<file path="src/rtl/ip2t_pkg.sv">
// Shared types, codes and character helpers for the address-to-text formatter.
// Used by ip2t_char_unit and ip_address_to_text_core; depends on nothing else.
package ip2t_pkg;

   localparam logic [1:0] FAMILY_V4 = 2'd0;
   localparam logic [1:0] FAMILY_V6 = 2'd1;

   localparam logic [1:0] STATUS_OK        = 2'd0;
   localparam logic [1:0] STATUS_NOSPACE   = 2'd1;
   localparam logic [1:0] STATUS_BADFAMILY = 2'd2;

   localparam logic [7:0] V4_MIN_SPACE = 8'd16;
   localparam logic [7:0] V6_MIN_SPACE = 8'd46;

   localparam logic [7:0] CHAR_NUL   = 8'h00;
   localparam logic [7:0] CHAR_DOT   = 8'h2E;
   localparam logic [7:0] CHAR_COLON = 8'h3A;

   // Request to the shared character unit: one element and a digit position.
   typedef struct packed {
      logic        v6;
      logic [15:0] value;
      logic [1:0]  pos;
   } char_req_type;

   // Answer: the character at that position and the first significant position.
   typedef struct packed {
      logic [7:0] ch;
      logic [1:0] first_pos;
   } char_rsp_type;

   // Lower-case hex or decimal digit to ASCII.
   function automatic logic [7:0] digit_char(input logic [3:0] d);
      logic [7:0] c;
      if (d < 4'd10) begin
         c = 8'h30 + {4'd0, d};
      end else begin
         c = 8'h57 + {4'd0, d};
      end
      return c;
   endfunction

endpackage

</file>
<file path="src/rtl/ip_address_to_text_core.sv">
// Top level of the address-to-text formatter: sequencer, address store and
// output register around the shared digit unit.
// Depends on ip2t_pkg and ip2t_char_unit.
//
// Usage: one request beat carries an address (req_tdata) and its family
// (req_tuser). The block answers with a stream of response beats, one text
// character each, ending with a zero character flagged by rsp_tlast. A short
// buffer space or an unsupported family gives a single beat with tlast set,
// character zero and a nonzero status in rsp_tuser.
// A request is taken only while the sequencer is idle. Each element (octet or
// group) is first decoded by the shared digit unit in ST_START, then its
// characters are emitted one beat each, followed by a separator or colon beat.
// Unless the address opens with a compressed run, the first character is
// decoded in ST_START and written from ST_DIGIT into the single output
// register. When the receiver stalls, the output register holds its beat and
// the sequencer waits; no beat is lost. Reset returns the sequencer to idle
// and empties the output register; the other registers are not reset.
module ip_address_to_text_core
   import ip2t_pkg::*;
(
   input  logic         clock,
   input  logic         reset,
   input  logic         req_tvalid,
   output logic         req_tready,
   input  logic [135:0] req_tdata,  // addr_high[63:0], addr_low[127:64], buffer_space[135:128]
   input  logic [1:0]   req_tuser,  // family[1:0]
   output logic         rsp_tvalid,
   input  logic         rsp_tready,
   output logic [7:0]   rsp_tdata,  // text_char[7:0]
   output logic         rsp_tlast,
   output logic [1:0]   rsp_tuser   // status[1:0]
);

   typedef enum logic [2:0] {
      ST_IDLE,
      ST_START,
      ST_PREFIX,
      ST_COLON,
      ST_DIGIT,
      ST_SEP,
      ST_TERM,
      ST_ERR
   } state_type;

   state_type    state_ff, state_in;
   logic [127:0] addr_ff, addr_in;
   logic         v6_ff, v6_in;
   logic [7:0]   zmask_ff, zmask_in;
   logic [2:0]   idx_ff, idx_in;
   logic [1:0]   pos_ff, pos_in;
   logic [15:0]  cur_ff, cur_in;
   logic         compressed_ff, compressed_in;
   logic [1:0]   err_status_ff, err_status_in;
   logic         rsp_valid_ff, rsp_valid_in;
   logic [7:0]   rsp_data_ff, rsp_data_in;
   logic         rsp_last_ff, rsp_last_in;
   logic [1:0]   rsp_status_ff, rsp_status_in;

   logic         req_fire;
   logic         out_free;
   logic [63:0]  in_high;
   logic [63:0]  in_low;
   logic [127:0] in_addr;
   logic [7:0]   in_space;
   logic [15:0]  load_val;
   logic         start_compress;
   logic [3:0]   skip_base;
   logic         skip_found;
   logic [2:0]   skip_idx;
   char_req_type unit_req;
   char_rsp_type unit_rsp;

   assign in_high  = req_tdata[63:0];
   assign in_low   = req_tdata[127:64];
   assign in_addr  = {in_high, in_low};
   assign in_space = req_tdata[135:128];

   assign req_tready = (state_ff == ST_IDLE);
   assign req_fire   = req_tvalid && req_tready;
   assign out_free   = !rsp_valid_ff || rsp_tready;

   assign rsp_tvalid = rsp_valid_ff;
   assign rsp_tdata  = rsp_data_ff;
   assign rsp_tlast  = rsp_last_ff;
   assign rsp_tuser  = rsp_status_ff;

   ip2t_char_unit u_char_unit (
      .req (unit_req),
      .rsp (unit_rsp)
   );

   always_comb begin
      // Element for the current index: an IPv6 group or an IPv4 octet.
      if (v6_ff) begin
         load_val = 16'(addr_ff >> {3'd7 - idx_ff, 4'b0000});
      end else begin
         load_val = {8'd0, 8'(addr_ff[31:0] >> {2'd3 - idx_ff[1:0], 3'b000})};
      end

      start_compress = !compressed_ff && (idx_ff <= 3'd5) && zmask_ff[idx_ff] &&
                       zmask_ff[idx_ff + 3'd1] && zmask_ff[idx_ff + 3'd2];

      // First nonzero group at or after the end of the three-group run.
      skip_base  = {1'b0, idx_ff} + 4'd3;
      skip_found = 1'b0;
      skip_idx   = 3'd0;
      for (int g = 7; g >= 0; g--) begin
         if (!zmask_ff[g] && (4'(g) >= skip_base)) begin
            skip_found = 1'b1;
            skip_idx   = 3'(g);
         end
      end

      unit_req.v6    = v6_ff;
      unit_req.value = (state_ff == ST_START) ? load_val : cur_ff;
      unit_req.pos   = pos_ff;
   end

   always_comb begin
      state_in      = state_ff;
      addr_in       = addr_ff;
      v6_in         = v6_ff;
      zmask_in      = zmask_ff;
      idx_in        = idx_ff;
      pos_in        = pos_ff;
      cur_in        = cur_ff;
      compressed_in = compressed_ff;
      err_status_in = err_status_ff;
      rsp_valid_in  = rsp_valid_ff && !rsp_tready;
      rsp_data_in   = rsp_data_ff;
      rsp_last_in   = rsp_last_ff;
      rsp_status_in = rsp_status_ff;

      case (state_ff)
         ST_IDLE: begin
            if (req_fire) begin
               addr_in       = in_addr;
               v6_in         = (req_tuser == FAMILY_V6);
               idx_in        = 3'd0;
               compressed_in = 1'b0;
               for (int g = 0; g < 8; g++) begin
                  zmask_in[g] = (in_addr[127 - 16 * g -: 16] == 16'd0);
               end
               if (req_tuser == FAMILY_V4) begin
                  if (in_space < V4_MIN_SPACE) begin
                     err_status_in = STATUS_NOSPACE;
                     state_in      = ST_ERR;
                  end else begin
                     state_in = ST_START;
                  end
               end else if (req_tuser == FAMILY_V6) begin
                  if (in_space < V6_MIN_SPACE) begin
                     err_status_in = STATUS_NOSPACE;
                     state_in      = ST_ERR;
                  end else begin
                     state_in = ST_START;
                  end
               end else begin
                  err_status_in = STATUS_BADFAMILY;
                  state_in      = ST_ERR;
               end
            end
         end
         ST_START: begin
            if (v6_ff && start_compress) begin
               compressed_in = 1'b1;
               state_in      = (idx_ff == 3'd0) ? ST_PREFIX : ST_COLON;
            end else begin
               cur_in   = load_val;
               pos_in   = unit_rsp.first_pos;
               state_in = ST_DIGIT;
            end
         end
         ST_PREFIX: begin
            if (out_free) begin
               rsp_valid_in  = 1'b1;
               rsp_data_in   = CHAR_COLON;
               rsp_last_in   = 1'b0;
               rsp_status_in = STATUS_OK;
               state_in      = ST_COLON;
            end
         end
         ST_COLON: begin
            if (out_free) begin
               rsp_valid_in  = 1'b1;
               rsp_data_in   = CHAR_COLON;
               rsp_last_in   = 1'b0;
               rsp_status_in = STATUS_OK;
               if (skip_found) begin
                  idx_in   = skip_idx;
                  state_in = ST_START;
               end else begin
                  state_in = ST_TERM;
               end
            end
         end
         ST_DIGIT: begin
            if (out_free) begin
               rsp_valid_in  = 1'b1;
               rsp_data_in   = unit_rsp.ch;
               rsp_last_in   = 1'b0;
               rsp_status_in = STATUS_OK;
               if (pos_ff != 2'd0) begin
                  pos_in = pos_ff - 2'd1;
               end else if ((v6_ff && idx_ff == 3'd7) || (!v6_ff && idx_ff == 3'd3)) begin
                  state_in = ST_TERM;
               end else begin
                  state_in = ST_SEP;
               end
            end
         end
         ST_SEP: begin
            if (out_free) begin
               rsp_valid_in  = 1'b1;
               rsp_data_in   = v6_ff ? CHAR_COLON : CHAR_DOT;
               rsp_last_in   = 1'b0;
               rsp_status_in = STATUS_OK;
               idx_in        = idx_ff + 3'd1;
               state_in      = ST_START;
            end
         end
         ST_TERM: begin
            if (out_free) begin
               rsp_valid_in  = 1'b1;
               rsp_data_in   = CHAR_NUL;
               rsp_last_in   = 1'b1;
               rsp_status_in = STATUS_OK;
               state_in      = ST_IDLE;
            end
         end
         ST_ERR: begin
            if (out_free) begin
               rsp_valid_in  = 1'b1;
               rsp_data_in   = CHAR_NUL;
               rsp_last_in   = 1'b1;
               rsp_status_in = err_status_ff;
               state_in      = ST_IDLE;
            end
         end
         default: begin
            state_in = ST_IDLE;
         end
      endcase
   end

   always_ff @(posedge clock) begin
      if (reset) begin
         state_ff     <= ST_IDLE;
         rsp_valid_ff <= 1'b0;
      end else begin
         state_ff     <= state_in;
         rsp_valid_ff <= rsp_valid_in;
      end
      addr_ff       <= addr_in;
      v6_ff         <= v6_in;
      zmask_ff      <= zmask_in;
      idx_ff        <= idx_in;
      pos_ff        <= pos_in;
      cur_ff        <= cur_in;
      compressed_ff <= compressed_in;
      err_status_ff <= err_status_in;
      rsp_data_ff   <= rsp_data_in;
      rsp_last_ff   <= rsp_last_in;
      rsp_status_ff <= rsp_status_in;
   end

   // A taken request always starts work on the next cycle.
   a_req_starts: assert property (@(posedge clock) disable iff (reset)
      req_fire |=> state_ff != ST_IDLE)
      else $error("request beat taken but sequencer stayed idle");

   // Error beats are single zero characters closing the item.
   a_err_beat: assert property (@(posedge clock) disable iff (reset)
      (rsp_tvalid && rsp_tuser != STATUS_OK) |-> (rsp_tlast && rsp_tdata == CHAR_NUL))
      else $error("error beat without tlast or with a character");

   // Decimal digit positions never exceed hundreds.
   a_v4_pos: assert property (@(posedge clock) disable iff (reset)
      (state_ff == ST_DIGIT && !v6_ff) |-> pos_ff <= 2'd2)
      else $error("decimal digit position out of range");

   // The double colon is emitted only after compression has been taken.
   a_colon_compressed: assert property (@(posedge clock) disable iff (reset)
      (state_ff == ST_COLON || state_ff == ST_PREFIX) |-> (compressed_ff && v6_ff))
      else $error("compression colon without compression");

endmodule

</file>
<file path="src/rtl/ip2t_char_unit.sv">
// Shared digit unit: turns one IPv4 octet or one IPv6 group into a digit
// character at a given position and finds the first significant digit.
// Depends on ip2t_pkg.
module ip2t_char_unit
   import ip2t_pkg::*;
(
   input  char_req_type req,
   output char_rsp_type rsp
);

   logic [7:0] octet;
   logic [1:0] hund;
   logic [6:0] rem100;
   logic [3:0] tens;
   logic [6:0] ones;
   logic [3:0] dec_digit;
   logic [1:0] dec_first;
   logic [3:0] nibble;
   logic [1:0] hex_first;

   always_comb begin
      octet = req.value[7:0];
      if (octet >= 8'd200) begin
         hund   = 2'd2;
         rem100 = 7'(octet - 8'd200);
      end else if (octet >= 8'd100) begin
         hund   = 2'd1;
         rem100 = 7'(octet - 8'd100);
      end else begin
         hund   = 2'd0;
         rem100 = octet[6:0];
      end
      // Each threshold is an independent compare; their count is the tens digit.
      tens = 4'd0;
      for (int k = 1; k <= 9; k++) begin
         if (rem100 >= 7'(k * 10)) begin
            tens = 4'(k);
         end
      end
      ones = rem100 - 7'({3'd0, tens} * 7'd10);

      case (req.pos)
         2'd2:    dec_digit = {2'd0, hund};
         2'd1:    dec_digit = tens;
         default: dec_digit = ones[3:0];
      endcase

      if (octet >= 8'd100) begin
         dec_first = 2'd2;
      end else if (octet >= 8'd10) begin
         dec_first = 2'd1;
      end else begin
         dec_first = 2'd0;
      end

      nibble = 4'(req.value >> {req.pos, 2'b00});
      if (req.value[15:12] != 4'd0) begin
         hex_first = 2'd3;
      end else if (req.value[11:8] != 4'd0) begin
         hex_first = 2'd2;
      end else if (req.value[7:4] != 4'd0) begin
         hex_first = 2'd1;
      end else begin
         hex_first = 2'd0;
      end

      if (req.v6) begin
         rsp.ch        = digit_char(nibble);
         rsp.first_pos = hex_first;
      end else begin
         rsp.ch        = digit_char(dec_digit);
         rsp.first_pos = dec_first;
      end
   end

endmodule

</file>
<file path="config.mk">
export PLATFORM = sky130hd
export DESIGN_NAME = ip_address_to_text_core
export DESIGN_NICKNAME = d
export VERILOG_FILES = /design/src/rtl/ip2t_pkg.sv /design/src/rtl/ip_address_to_text_core.sv /design/src/rtl/ip2t_char_unit.sv
export SDC_FILE = /design/constraint.sdc
export NUM_CORES = 1
export LEC_CHECK = 0
export BUFFER_PORTS_ARGS = -buffer_cell sky130_fd_sc_hd__buf_4
export CORE_MARGIN = 2
export CORE_UTILIZATION = 51
export DETAILED_ROUTE_END_ITERATION = 6
export GPL_TIMING_DRIVEN = 0
export PLACE_DENSITY = 0.76
export RECOVER_POWER = 50
export REMOVE_ABC_BUFFERS = 1
export SYNTH_ARGS = -nofsm -noshare
export SYNTH_HDL_FRONTEND = slang
export SYNTH_SLANG_ARGS = --single-unit
export TNS_END_PERCENT = 20
</file>
<file path="constraint.sdc">
create_clock -name clock -period 5.5 [get_ports clock]
set_input_delay 0 -clock clock [delete_from_list [all_inputs] [get_ports clock]]
set_output_delay 0 -clock clock [all_outputs]
set_load 0.01 [all_outputs]
</file>
==> results of run 1 <==
[registers in the layout, indices dropped and copies added (netlist names)]
signal,flops
addr_ff,128
cur_ff,16
zmask_ff,8
rsp_tdata,7
idx_ff,3
state_ff,3
err_status_ff,2
pos_ff,2
rsp_tuser,2
compressed_ff,1
rsp_tlast,1
rsp_tvalid,1
v6_ff,1
[metrics by stage]
step	utilization	instances	hold slack (ps)	power, mW	worst slack, ps
after global routing	0.7173	1260	221.6	9.201	-453.0
after CTS	0.7348	1256	186.0	8.207	-164.8
after floorplan	-	661	69.07	4.780	-1634
after detailed placement	0.5955	1049	188.8	5.728	-2065
final	0.7173	1260	187.7	8.775	-260.4
after global placement	0.5858	1042	189.0	5.638	-3022
[final timing paths]
kind,to,startpoint,slack (ps),cells past startpoint
setup / recovery,rsp_tdata[1]$_DFFE_PP_,idx_ff[1]$_DFFE_PP_,-260,26
hold / removal,err_status_ff[1]$_SDFFCE_PN0P_,req_tdata[135],190,4
setup reg to reg,rsp_tdata[1]$_DFFE_PP_,idx_ff[1]$_DFFE_PP_,-260,26
hold reg to reg,rsp_tvalid$_SDFF_PP0_,rsp_tvalid$_SDFF_PP0_,520,2
[cell usage in the layout (no fill, tap or decap), types with 18 or more instances in the layout]
| master | Yosys | routed |
|---|---|---|
| edfxtp_1 | 171 | 171 |
| dlygate4sd3_1 | 0 | 134 |
| clkbuf_1 | 17 | 111 |
| nand2_1 | 62 | 58 |
| buf_4 | 2 | 47 |
| nor2_1 | 47 | 43 |
| mux2i_1 | 38 | 37 |
| mux4_2 | 35 | 35 |
| nor4_1 | 35 | 35 |
| clkbuf_4 | 0 | 31 |
| a21oi_1 | 34 | 28 |
| o21ai_0 | 24 | 23 |
| inv_1 | 25 | 22 |
| ha_1 | 22 | 20 |
| clkbuf_16 | 0 | 18 |
[cell families (layout without fill, tap and decap cells)]
logic type | Yosys count | after routing | synth area share
XOR/XNOR | 5 | 5 | 0.004750
other | 1 | 1 | 0.0004067
AO/OA/AOI/OAI | 133 | 133 | 0.1034
buffers and inverters | 61 | 396 | 0.03270
flip-flops | 175 | 175 | 0.5656
multiplexers | 79 | 79 | 0.1373
adder cells (fa/ha/maj) | 24 | 24 | 0.03311
AND/OR/NAND/NOR | 216 | 218 | 0.1227
[power by group]
part / switching, mW / internal, mW
clock: 0.606 / 0.608
combinational: 2.88 / 2.51
sequential: 0.227 / 1.95
[routing by layer]
| metal | share of wire | wire length, um | track usage | vias to the layer above |
|---|---|---|---|---|
| met1 | 0.35 | 10870 | 0.3902 | 3857 |
| met2 | 0.50 | 15560 | 0.5615 | 632 |
| li1 | - | - | - | 3408 |
| met4 | 0.056 | 1736 | 0.1686 | 0 |
| met5 | 0 | 0 | 0 | - |
| met3 | 0.095 | 2950 | 0.06512 | 128 |
[area by class of cell]
type / count / area, um2
clock inverter: 15 / 156.4
multi-input combinational: 460 / 4003
fill: 1150 / 5044
timing repair buffer: 335 / 2582
sequential: 175 / 5218
timing repair inverter: 1 / 5.005
clock buffer: 17 / 425.4
inverter: 28 / 121.4
tap: 229 / 286.5
[timing repair]
action,4_1_cts,5_1_grt
endpoints found under the setup margin,6,6
setup buffers,40,2
hold buffers,134,0
endpoints found under the hold margin,138,0
gates resized for setup,52,14
cloned,1,2
pin swaps,22,13
[worst max-delay path, stage by stage, from the launching register on]
cell and delay (ps):
edfxtp_1 440, clkbuf_16 180, buf_6 140, mux4_2 530, nand2_2 110, a31oi_4 110
nand2_2 120, nand2_4 80, inv_4 90, ha_4 150, nor4b_4 180, a31o_2 180
o22ai_4 90, or4_4 540, and3_4 200, or2_4 250, o31ai_2 210, a221o_1 220
a21oi_4 70, ha_2 200, fa_2 360, xor2_2 200, xnor2_2 180, buf_4 160
a21oi_4 130, a2111oi_2 50, or3_1 340
==> flow_summary.yaml, run 1 <==
route:
  drt_pass1_iterations: 5
  viasPerCell: 6.369
  drc_errors: 0
  drt_iter0_markers: 951
  drt-total-wl_mm: 31.12
  wire_per_inst_um: 24.69
  num_vias: 8025
  final_antenna_net_count: 0
yosys:
  yosys_register_bits: 175
  async_flop_share: 0
  synth_top_area_frac: 0.5569
  synth_area_leader_cell: "edfxtp_1"
  ys_types: 83
  synthTopCellsByCount: "edfxtp_1, nand2_1, nor2_1"
  synth_flop_cell: "edfxtp_1"
  synth_most_common_cell: "edfxtp_1"
  yosysWarnings: 0
  synth_edf_count: 171
  synth_area_leaders: "edfxtp_1, mux4_2, mux2i_1"
  synth_seq_area_share: 0.5656
  synth_cells: 694
  syn_area_mm2: 0.009220
  synth_area_per_cell_um2: 13.29
placement:
  place_congestion: 0.8715
  place_area_mm2: 0.01062
  port_buffers: 152
  dp_hpwl_mm: 16.98
die:
  io_pins: 155
  die_h_um: 138.5
  std_cell_rows: 49
  die_area_mm2: 0.01917
  die_w_um: 138.5
  coreArea_mm2: 0.01784
  start_util: 0.5168
global_routing:
  grt_pass1_wl_mm: 47.60
  grt_overflow: 0
  antenna_found_initial: 0
  grt_pass1_vias: 8247
  grt_max_degree: 89
  groute.usage.overall: 0.3260
clock_network:
  cts_tree: "done"
  clk_path_buf_depth: 2
  cts_made_buffers: 17
  clockRootBuffer: "clkbuf_16"
  worstSkewPairLatency_ps: 450
  cts_sinks: 175
  cts-htree-levels: 4
  clk_pin_slew_ps: 70
timing:
  worst_slack_ps: -260.4
  finClkSkew_ps: 14.43
  setup_tns_ps: -1183
  post-route-period-util: 1.047
  final_max_slew_viol_count: 0
  setup_viol: 6
  fin_crit_ps: 5760
  max_slew_margin: 0.3337
  timing_hold_violations_final: 0
  max_freq_mhz: 173.6
  rsz0062_at_grt: "true"
  tightestPinTransition_ps: 990.3
worst_setup_path:
  crit_required_ps: 5680
  crit_type: "reg -> reg"
  cp-start-kind: "flip-flop"
  critPathMaxFanout: 6
  critPathArrivalTime_ps: 5940
  crit_path_end_kind: "flip-flop"
final_layout:
  final_nets: 1183
  finish.instance_area_mm2: 0.01280
  diodes: 0
  drive_above_1_share: 0.2221
  area_delta_synth_final_pct: 38.80
power:
  power.density_mw_per_mm2: 685.7
  irDropWorstVdd_uv: 776.6
  p_leak_nw: 4.641
run_status:
  status: "finished, violations left"
  violations: "setup timing"
worst_hold_path:
  hp-class: "in -> reg"
job:
  max_cap_viol_count: 0
No activity file was read; power rests on OpenSTA's default activity.
==> run 2, diff against run 1 <==
--- a/config.mk
+++ b/config.mk
@@ -6,11 +6,13 @@
 export NUM_CORES = 1
 export LEC_CHECK = 0
 export BUFFER_PORTS_ARGS = -buffer_cell sky130_fd_sc_hd__buf_4
+export CELL_PAD_IN_SITES_DETAIL_PLACEMENT = 1
+export CELL_PAD_IN_SITES_GLOBAL_PLACEMENT = 2
 export CORE_MARGIN = 2
-export CORE_UTILIZATION = 51
+export CORE_UTILIZATION = 35
 export DETAILED_ROUTE_END_ITERATION = 6
 export GPL_TIMING_DRIVEN = 0
-export PLACE_DENSITY = 0.76
+export PLACE_DENSITY = 0.78
 export RECOVER_POWER = 50
 export REMOVE_ABC_BUFFERS = 1
 export SYNTH_ARGS = -nofsm -noshare
==> run 2 against run 1 <==
- the run still ends with setup timing left
- largest power group unchanged
- total power down 4.9%
- clock power about the same
- sequential cell count unchanged
- highest routed layer unchanged
==> flow_summary.yaml, run 2 (synthesized netlist as in run 1, its figures left out) <==
run_status:
  status: "finished, violations left"
  violations: "setup timing"
power:
  p_total_mw: 8.348
  p_leak_nw: 4.615
  irDropWorstVdd_uv: 496.8
  power.density_mw_per_mm2: 647.0
timing:
  max_slew_margin: 0.3378
  final_max_slew_viol_count: 0
  finClkSkew_ps: 15.64
  setup_viol: 6
  tightestPinTransition_ps: 984.3
  setup_tns_ps: -986.4
  worst_slack_ps: -242.2
  post-route-period-util: 1.044
  rsz0062_at_grt: "true"
  fin_crit_ps: 5742
  max_freq_mhz: 174.1
  timing_hold_violations_final: 0
route:
  viasPerCell: 5.514
  wire_per_inst_um: 24.22
  drt-total-wl_mm: 33.06
  drt_pass1_iterations: 5
  final_antenna_net_count: 0
  drt_iter0_markers: 511
  drc_errors: 0
  num_vias: 7526
worst_setup_path:
  crit_type: "reg -> reg"
  cp_slowest_stage_delay_ps: 550
  r2r_slack_ps: -240
  critPathMaxFanout: 10
  crit_required_ps: 5680
  cp-start-kind: "flip-flop"
  critPathArrivalTime_ps: 5920
  crit_path_end_kind: "flip-flop"
  crit_slowest_cell: "mux4_2"
placement:
  dp_hpwl_mm: 20.57
  place_congestion: 0.8362
  place_ws_ps: -2366
  port_buffers: 152
  placed_cells: 1155
worst_hold_path:
  hp-class: "in -> reg"
die:
  std_cell_rows: 59
  io_pins: 155
  coreArea_mm2: 0.02598
  die_h_um: 166.3
  start_util: 0.3548
  die_area_mm2: 0.02766
  die_w_um: 166.3
final_layout:
  largest_register_ffs: 128
  final_nets: 1182
  fill_cells: 2718
  regMostFlops: "addr_ff"
  mostFrequentLayoutCell: "edfxtp_1"
  drive_above_1_share: 0.2214
  area_delta_synth_final_pct: 39.95
  multi_input_area_mm2: 0.003975
  final_cell_mix: "edfxtp_1, dlygate4sd3_1, clkbuf_1"
  largestRegisters: "addr_ff: 128 flops, cur_ff: 16 flops, zmask_ff: 8 flops"
  fin_cells: 1365
  diodes: 0
  regArea_mm2: 0.005218
clock_network:
  cts_made_buffers: 17
  clockRootBuffer: "clkbuf_16"
  worstSkewPairLatency_ps: 440
  clk_path_buf_depth: 2
  cts_sinks: 175
  clk_pin_slew_ps: 80
  cts_tree: "done"
  cts-htree-levels: 4
job:
  max_cap_viol_count: 0
global_routing:
  grt_max_degree: 109
  grt_overflow: 0
  antenna_found_initial: 0
  grt_pass1_wl_mm: 50.69
  grt_pass1_vias: 8343
  groute.usage.overall: 0.2425
-- run 2: changes by cell type in the layout (fill, tap and decap cells not counted), moves of 4 or more --
cell and delta:
inv_6 -5, buf_4 +4, clkbuf_4 -6, clkbuf_1 +5
-- run 2: worst paths after layout --
kind,cells after the start,endpoint,start
min,4,err_status_ff[0]$_SDFFCE_PN1P_,req_tdata[134]
max reg2reg,26,rsp_tdata[1]$_DFFE_PP_,idx_ff[0]$_DFFE_PP_
min reg2reg,1,rsp_tuser[0]$_SDFFCE_PN0P_,err_status_ff[0]$_SDFFCE_PN1P_
max,26,rsp_tdata[1]$_DFFE_PP_,idx_ff[0]$_DFFE_PP_
-- run 2: through the flow --
stage | utilization | hold slack [ps] | area, um2
2_1_floorplan | - | 69.07 | 9024
3_3_place_gp | 0.4073 | 188.9 | 10580
3_5_place_dp | 0.4149 | 189.7 | 10780
4_1_cts | 0.5120 | 199.3 | 13300
5_1_grt | 0.4966 | 248.2 | 12900
6_report | 0.4966 | 229.0 | 12900
-- run 2: critical path: cells and delay by family (launching register included) --
kind,cells,cell delay (ps)
AND/OR/NAND/NOR,8,1830
AO/OA/AOI/OAI,8,1070
adder cells (fa/ha/maj),3,670
multiplexers,1,550
buffers and inverters,4,500
flip-flops,1,470
XOR/XNOR,2,370
-- run 2: area by class of cell --
type / instances / share of cell area
inverters: 28 / 0.009406
clock buffers: 17 / 0.03297
repair buffers: 335 / 0.1990
well taps: 335 / 0.03248
multi-input cells: 459 / 0.3081
repair inverters: 1 / 0.0003879
clock inverters: 15 / 0.01338
flip-flops and latches: 175 / 0.4043
-- run 2: layer usage --
layer  part of all wire  vias up  wire length [um]  GRT usage
li1                   -     3402                 -          -
met1               0.38     3716             12670     0.2797
met2               0.50      322             16690     0.4247
met3              0.060       86              1973    0.05029
met4              0.052        0              1720     0.1289
met5                  0        -                 0          0
-- run 2: repair_timing --
action | in CTS | in global routing
pin swaps | 33 | 9
endpoints found under the setup margin | 6 | 6
hold buffers | 133 | 0
gates resized for setup | 59 | 7
cloned | 3 | 0
setup buffers | 40 | 3
hold endpoints to repair | 138 | 0
-- run 2: power by group --
part,leakage (nW),internal (mW),switching (mW)
sequential,1.63,1.95,0.211
combinational,2.70,2.27,2.69
clock,0.286,0.612,0.615
total,4.61,4.83,3.52
==> run 3, diff against run 2 <==
--- a/config.mk
+++ b/config.mk
@@ -12,6 +12,7 @@
 export CORE_UTILIZATION = 35
 export DETAILED_ROUTE_END_ITERATION = 6
 export GPL_TIMING_DRIVEN = 0
+export MAX_ROUTING_LAYER = met4
 export PLACE_DENSITY = 0.78
 export RECOVER_POWER = 50
 export REMOVE_ABC_BUFFERS = 1
==> run 3 against run 2 <==
- the flow still finishes with violations (setup timing)
- final cell count rose by 0.15%
- count of clock-buffer cells in the layout unchanged
- critical endpoint unchanged
- worst hold slack got worse by 6.7 ps
- largest power group unchanged
- register-to-register slack worse by 20 ps
- largest cell class unchanged
- clock skew barely moved
==> flow_summary.yaml, run 3 (synthesized netlist as in run 1, its figures left out) <==
global_routing:
  grt_pass1_wl_mm: 50.61
  grt_overflow: 0
  groute.usage.overall: 0.2499
  antenna_found_initial: 1
  grt_max_degree: 109
  grt_pass1_vias: 8340
final_layout:
  fill_cells: 2719
  final_util: 0.4968
  largestRegisters: "addr_ff: 128 flops, cur_ff: 16 flops, zmask_ff: 8 flops"
  area_delta_synth_final_pct: 40.01
  largest_register_ffs: 128
  final_nets: 1182
  regMostFlops: "addr_ff"
  mostFrequentLayoutCell: "edfxtp_1"
  fin_cells: 1367
  drive_above_1_share: 0.2214
  final_cell_mix: "edfxtp_1, dlygate4sd3_1, clkbuf_1"
worst_setup_path:
  critPathMaxFanout: 10
  regToRegEndpoint: "rsp_tdata[1]$_DFFE_PP_"
  cp-start-kind: "flip-flop"
  r2r_start: "idx_ff[0]$_DFFE_PP_"
  worstSetupPathDepth: 26
  startpoint: "idx_ff[0]$_DFFE_PP_"
  crit_type: "reg -> reg"
  cp_top_family: "simple AND/OR/NAND/NOR gates"
  path_buf_inv: 4
  cp_slowest_stage_delay_ps: 550
  r2r_slack_ps: -260
  crit_path_end_kind: "flip-flop"
  crit_required_ps: 5680
  crit_slowest_cell: "mux4_2"
  critPathArrivalTime_ps: 5940
  crit_end: "rsp_tdata[1]$_DFFE_PP_"
  reg2reg_depth: 26
worst_hold_path:
  hp-start: "req_tdata[134]"
  hp-class: "in -> reg"
clock_network:
  cts_made_buffers: 17
  clockRootBuffer: "clkbuf_16"
  clk_path_buf_depth: 2
  cts_tree: "done"
  clk_pin_slew_ps: 80
  cts_sinks: 175
  cts-htree-levels: 4
  worstSkewPairLatency_ps: 440
run_status:
  violations: "setup timing"
  status: "finished, violations left"
placement:
  dp_hpwl_mm: 20.57
  place_ws_ps: -2366
  port_buffers: 152
  place_congestion: 0.8491
  placed_cells: 1155
route:
  drc_errors: 0
  drt_iter0_markers: 537
  final_antenna_net_count: 0
  num_vias: 7583
  drt-total-wl_mm: 33.08
  drt_pass1_iterations: 5
  wire_per_inst_um: 24.20
  viasPerCell: 5.547
die:
  io_pins: 155
  die_w_um: 166.3
  coreArea_mm2: 0.02598
  die_h_um: 166.3
  start_util: 0.3548
  std_cell_rows: 59
  die_area_mm2: 0.02766
timing:
  setup_viol: 6
  finClkSkew_ps: 15.64
  final_max_slew_viol_count: 0
  max_freq_mhz: 173.7
  timing_hold_violations_final: 0
  fin_crit_ps: 5759
  worst_slack_ps: -258.6
  post-route-period-util: 1.047
  tightestPinTransition_ps: 1003
  rsz0062_at_grt: "true"
  max_slew_margin: 0.3252
job:
  max_cap_viol_count: 0
power:
  p_total_mw: 8.351
  p_leak_nw: 4.615
  irDropWorstVdd_uv: 499.6
  power.density_mw_per_mm2: 646.9
## run 3: cell type report
class | instances | area, um2 | share of cell area
Clock buffer | 17 | 425.4 | 0.03296
Sequential cell | 175 | 5218 | 0.4042
Multi-Input combinational cell | 459 | 3975 | 0.3079
Tap cell | 335 | 419.2 | 0.03247
Antenna cell | 2 | 5.005 | 0.0003877
Timing Repair inverter | 1 | 5.005 | 0.0003877
Clock inverter | 15 | 172.7 | 0.01338
Timing Repair Buffer | 335 | 2567 | 0.1989
Inverter | 28 | 121.4 | 0.009402
## run 3: worst register-to-register path: stages, from the launching register on
cell and delay [ps]:
edfxtp_1 470, buf_16 150, buf_16 130, mux4_2 550, nor2_4 140, a31oi_4 70, nand2_2 120, nand2_4 80
inv_4 70, ha_4 130, nor4b_4 180, a31o_2 180, o22ai_4 90, or4_4 550, and3_4 200, or2_4 250
o31ai_2 240, a221o_1 230, a21oi_4 80, ha_4 190, fa_2 350, xor2_2 200, xnor2_2 190, buf_4 150
a21oi_2 140, a2111oi_2 50, or3_1 330
## run 3: layer usage
metal	part of all wire	GRT usage
met5	0	-
met4	0.053	0.1319
met3	0.050	0.04695
met2	0.51	0.4236
met1	0.39	0.2817
## run 3: stage by stage
step           hold WS (ps)  cell area, um2  TNS (ps)
6_report              222.4           12910     -1084
5_1_grt               246.6           12910     -2479
4_1_cts               199.3           13300    -742.4
3_5_place_dp          189.7           10780    -12810
3_3_place_gp          188.9           10580    -22600
2_1_floorplan         69.07            9024     -8521
## run 3: timing repair
action	4_1_cts	5_1_grt
buffers inserted	40	3
hold endpoints to repair	138	0
cloned	3	0
setup endpoints to repair	6	6
hold buffers	133	0
pin swaps	33	9
gates resized for setup	59	7
## run 3: worst min-delay path by stage
stage / slack (ps) / to / cells after the start
after floorplan: 70 / rsp_tvalid$_SDFF_PP0_ / 1
after global placement: 190 / addr_ff[11]$_DFFE_PP_ / 1
after detailed placement: 190 / addr_ff[7]$_DFFE_PP_ / 1
after CTS: 200 / err_status_ff[0]$_SDFFCE_PN1P_ / 4
after global routing: 250 / err_status_ff[0]$_SDFFCE_PN1P_ / 4
final: 220 / err_status_ff[0]$_SDFFCE_PN1P_ / 4
## run 3: where the power goes
part,leakage [nW],switching [mW],total (mW),internal (mW)
registers,1.63,0.212,2.16,1.95
clock network,0.286,0.617,1.23,0.612
logic,2.70,2.69,4.96,2.27
total,4.61,3.52,8.35,4.83
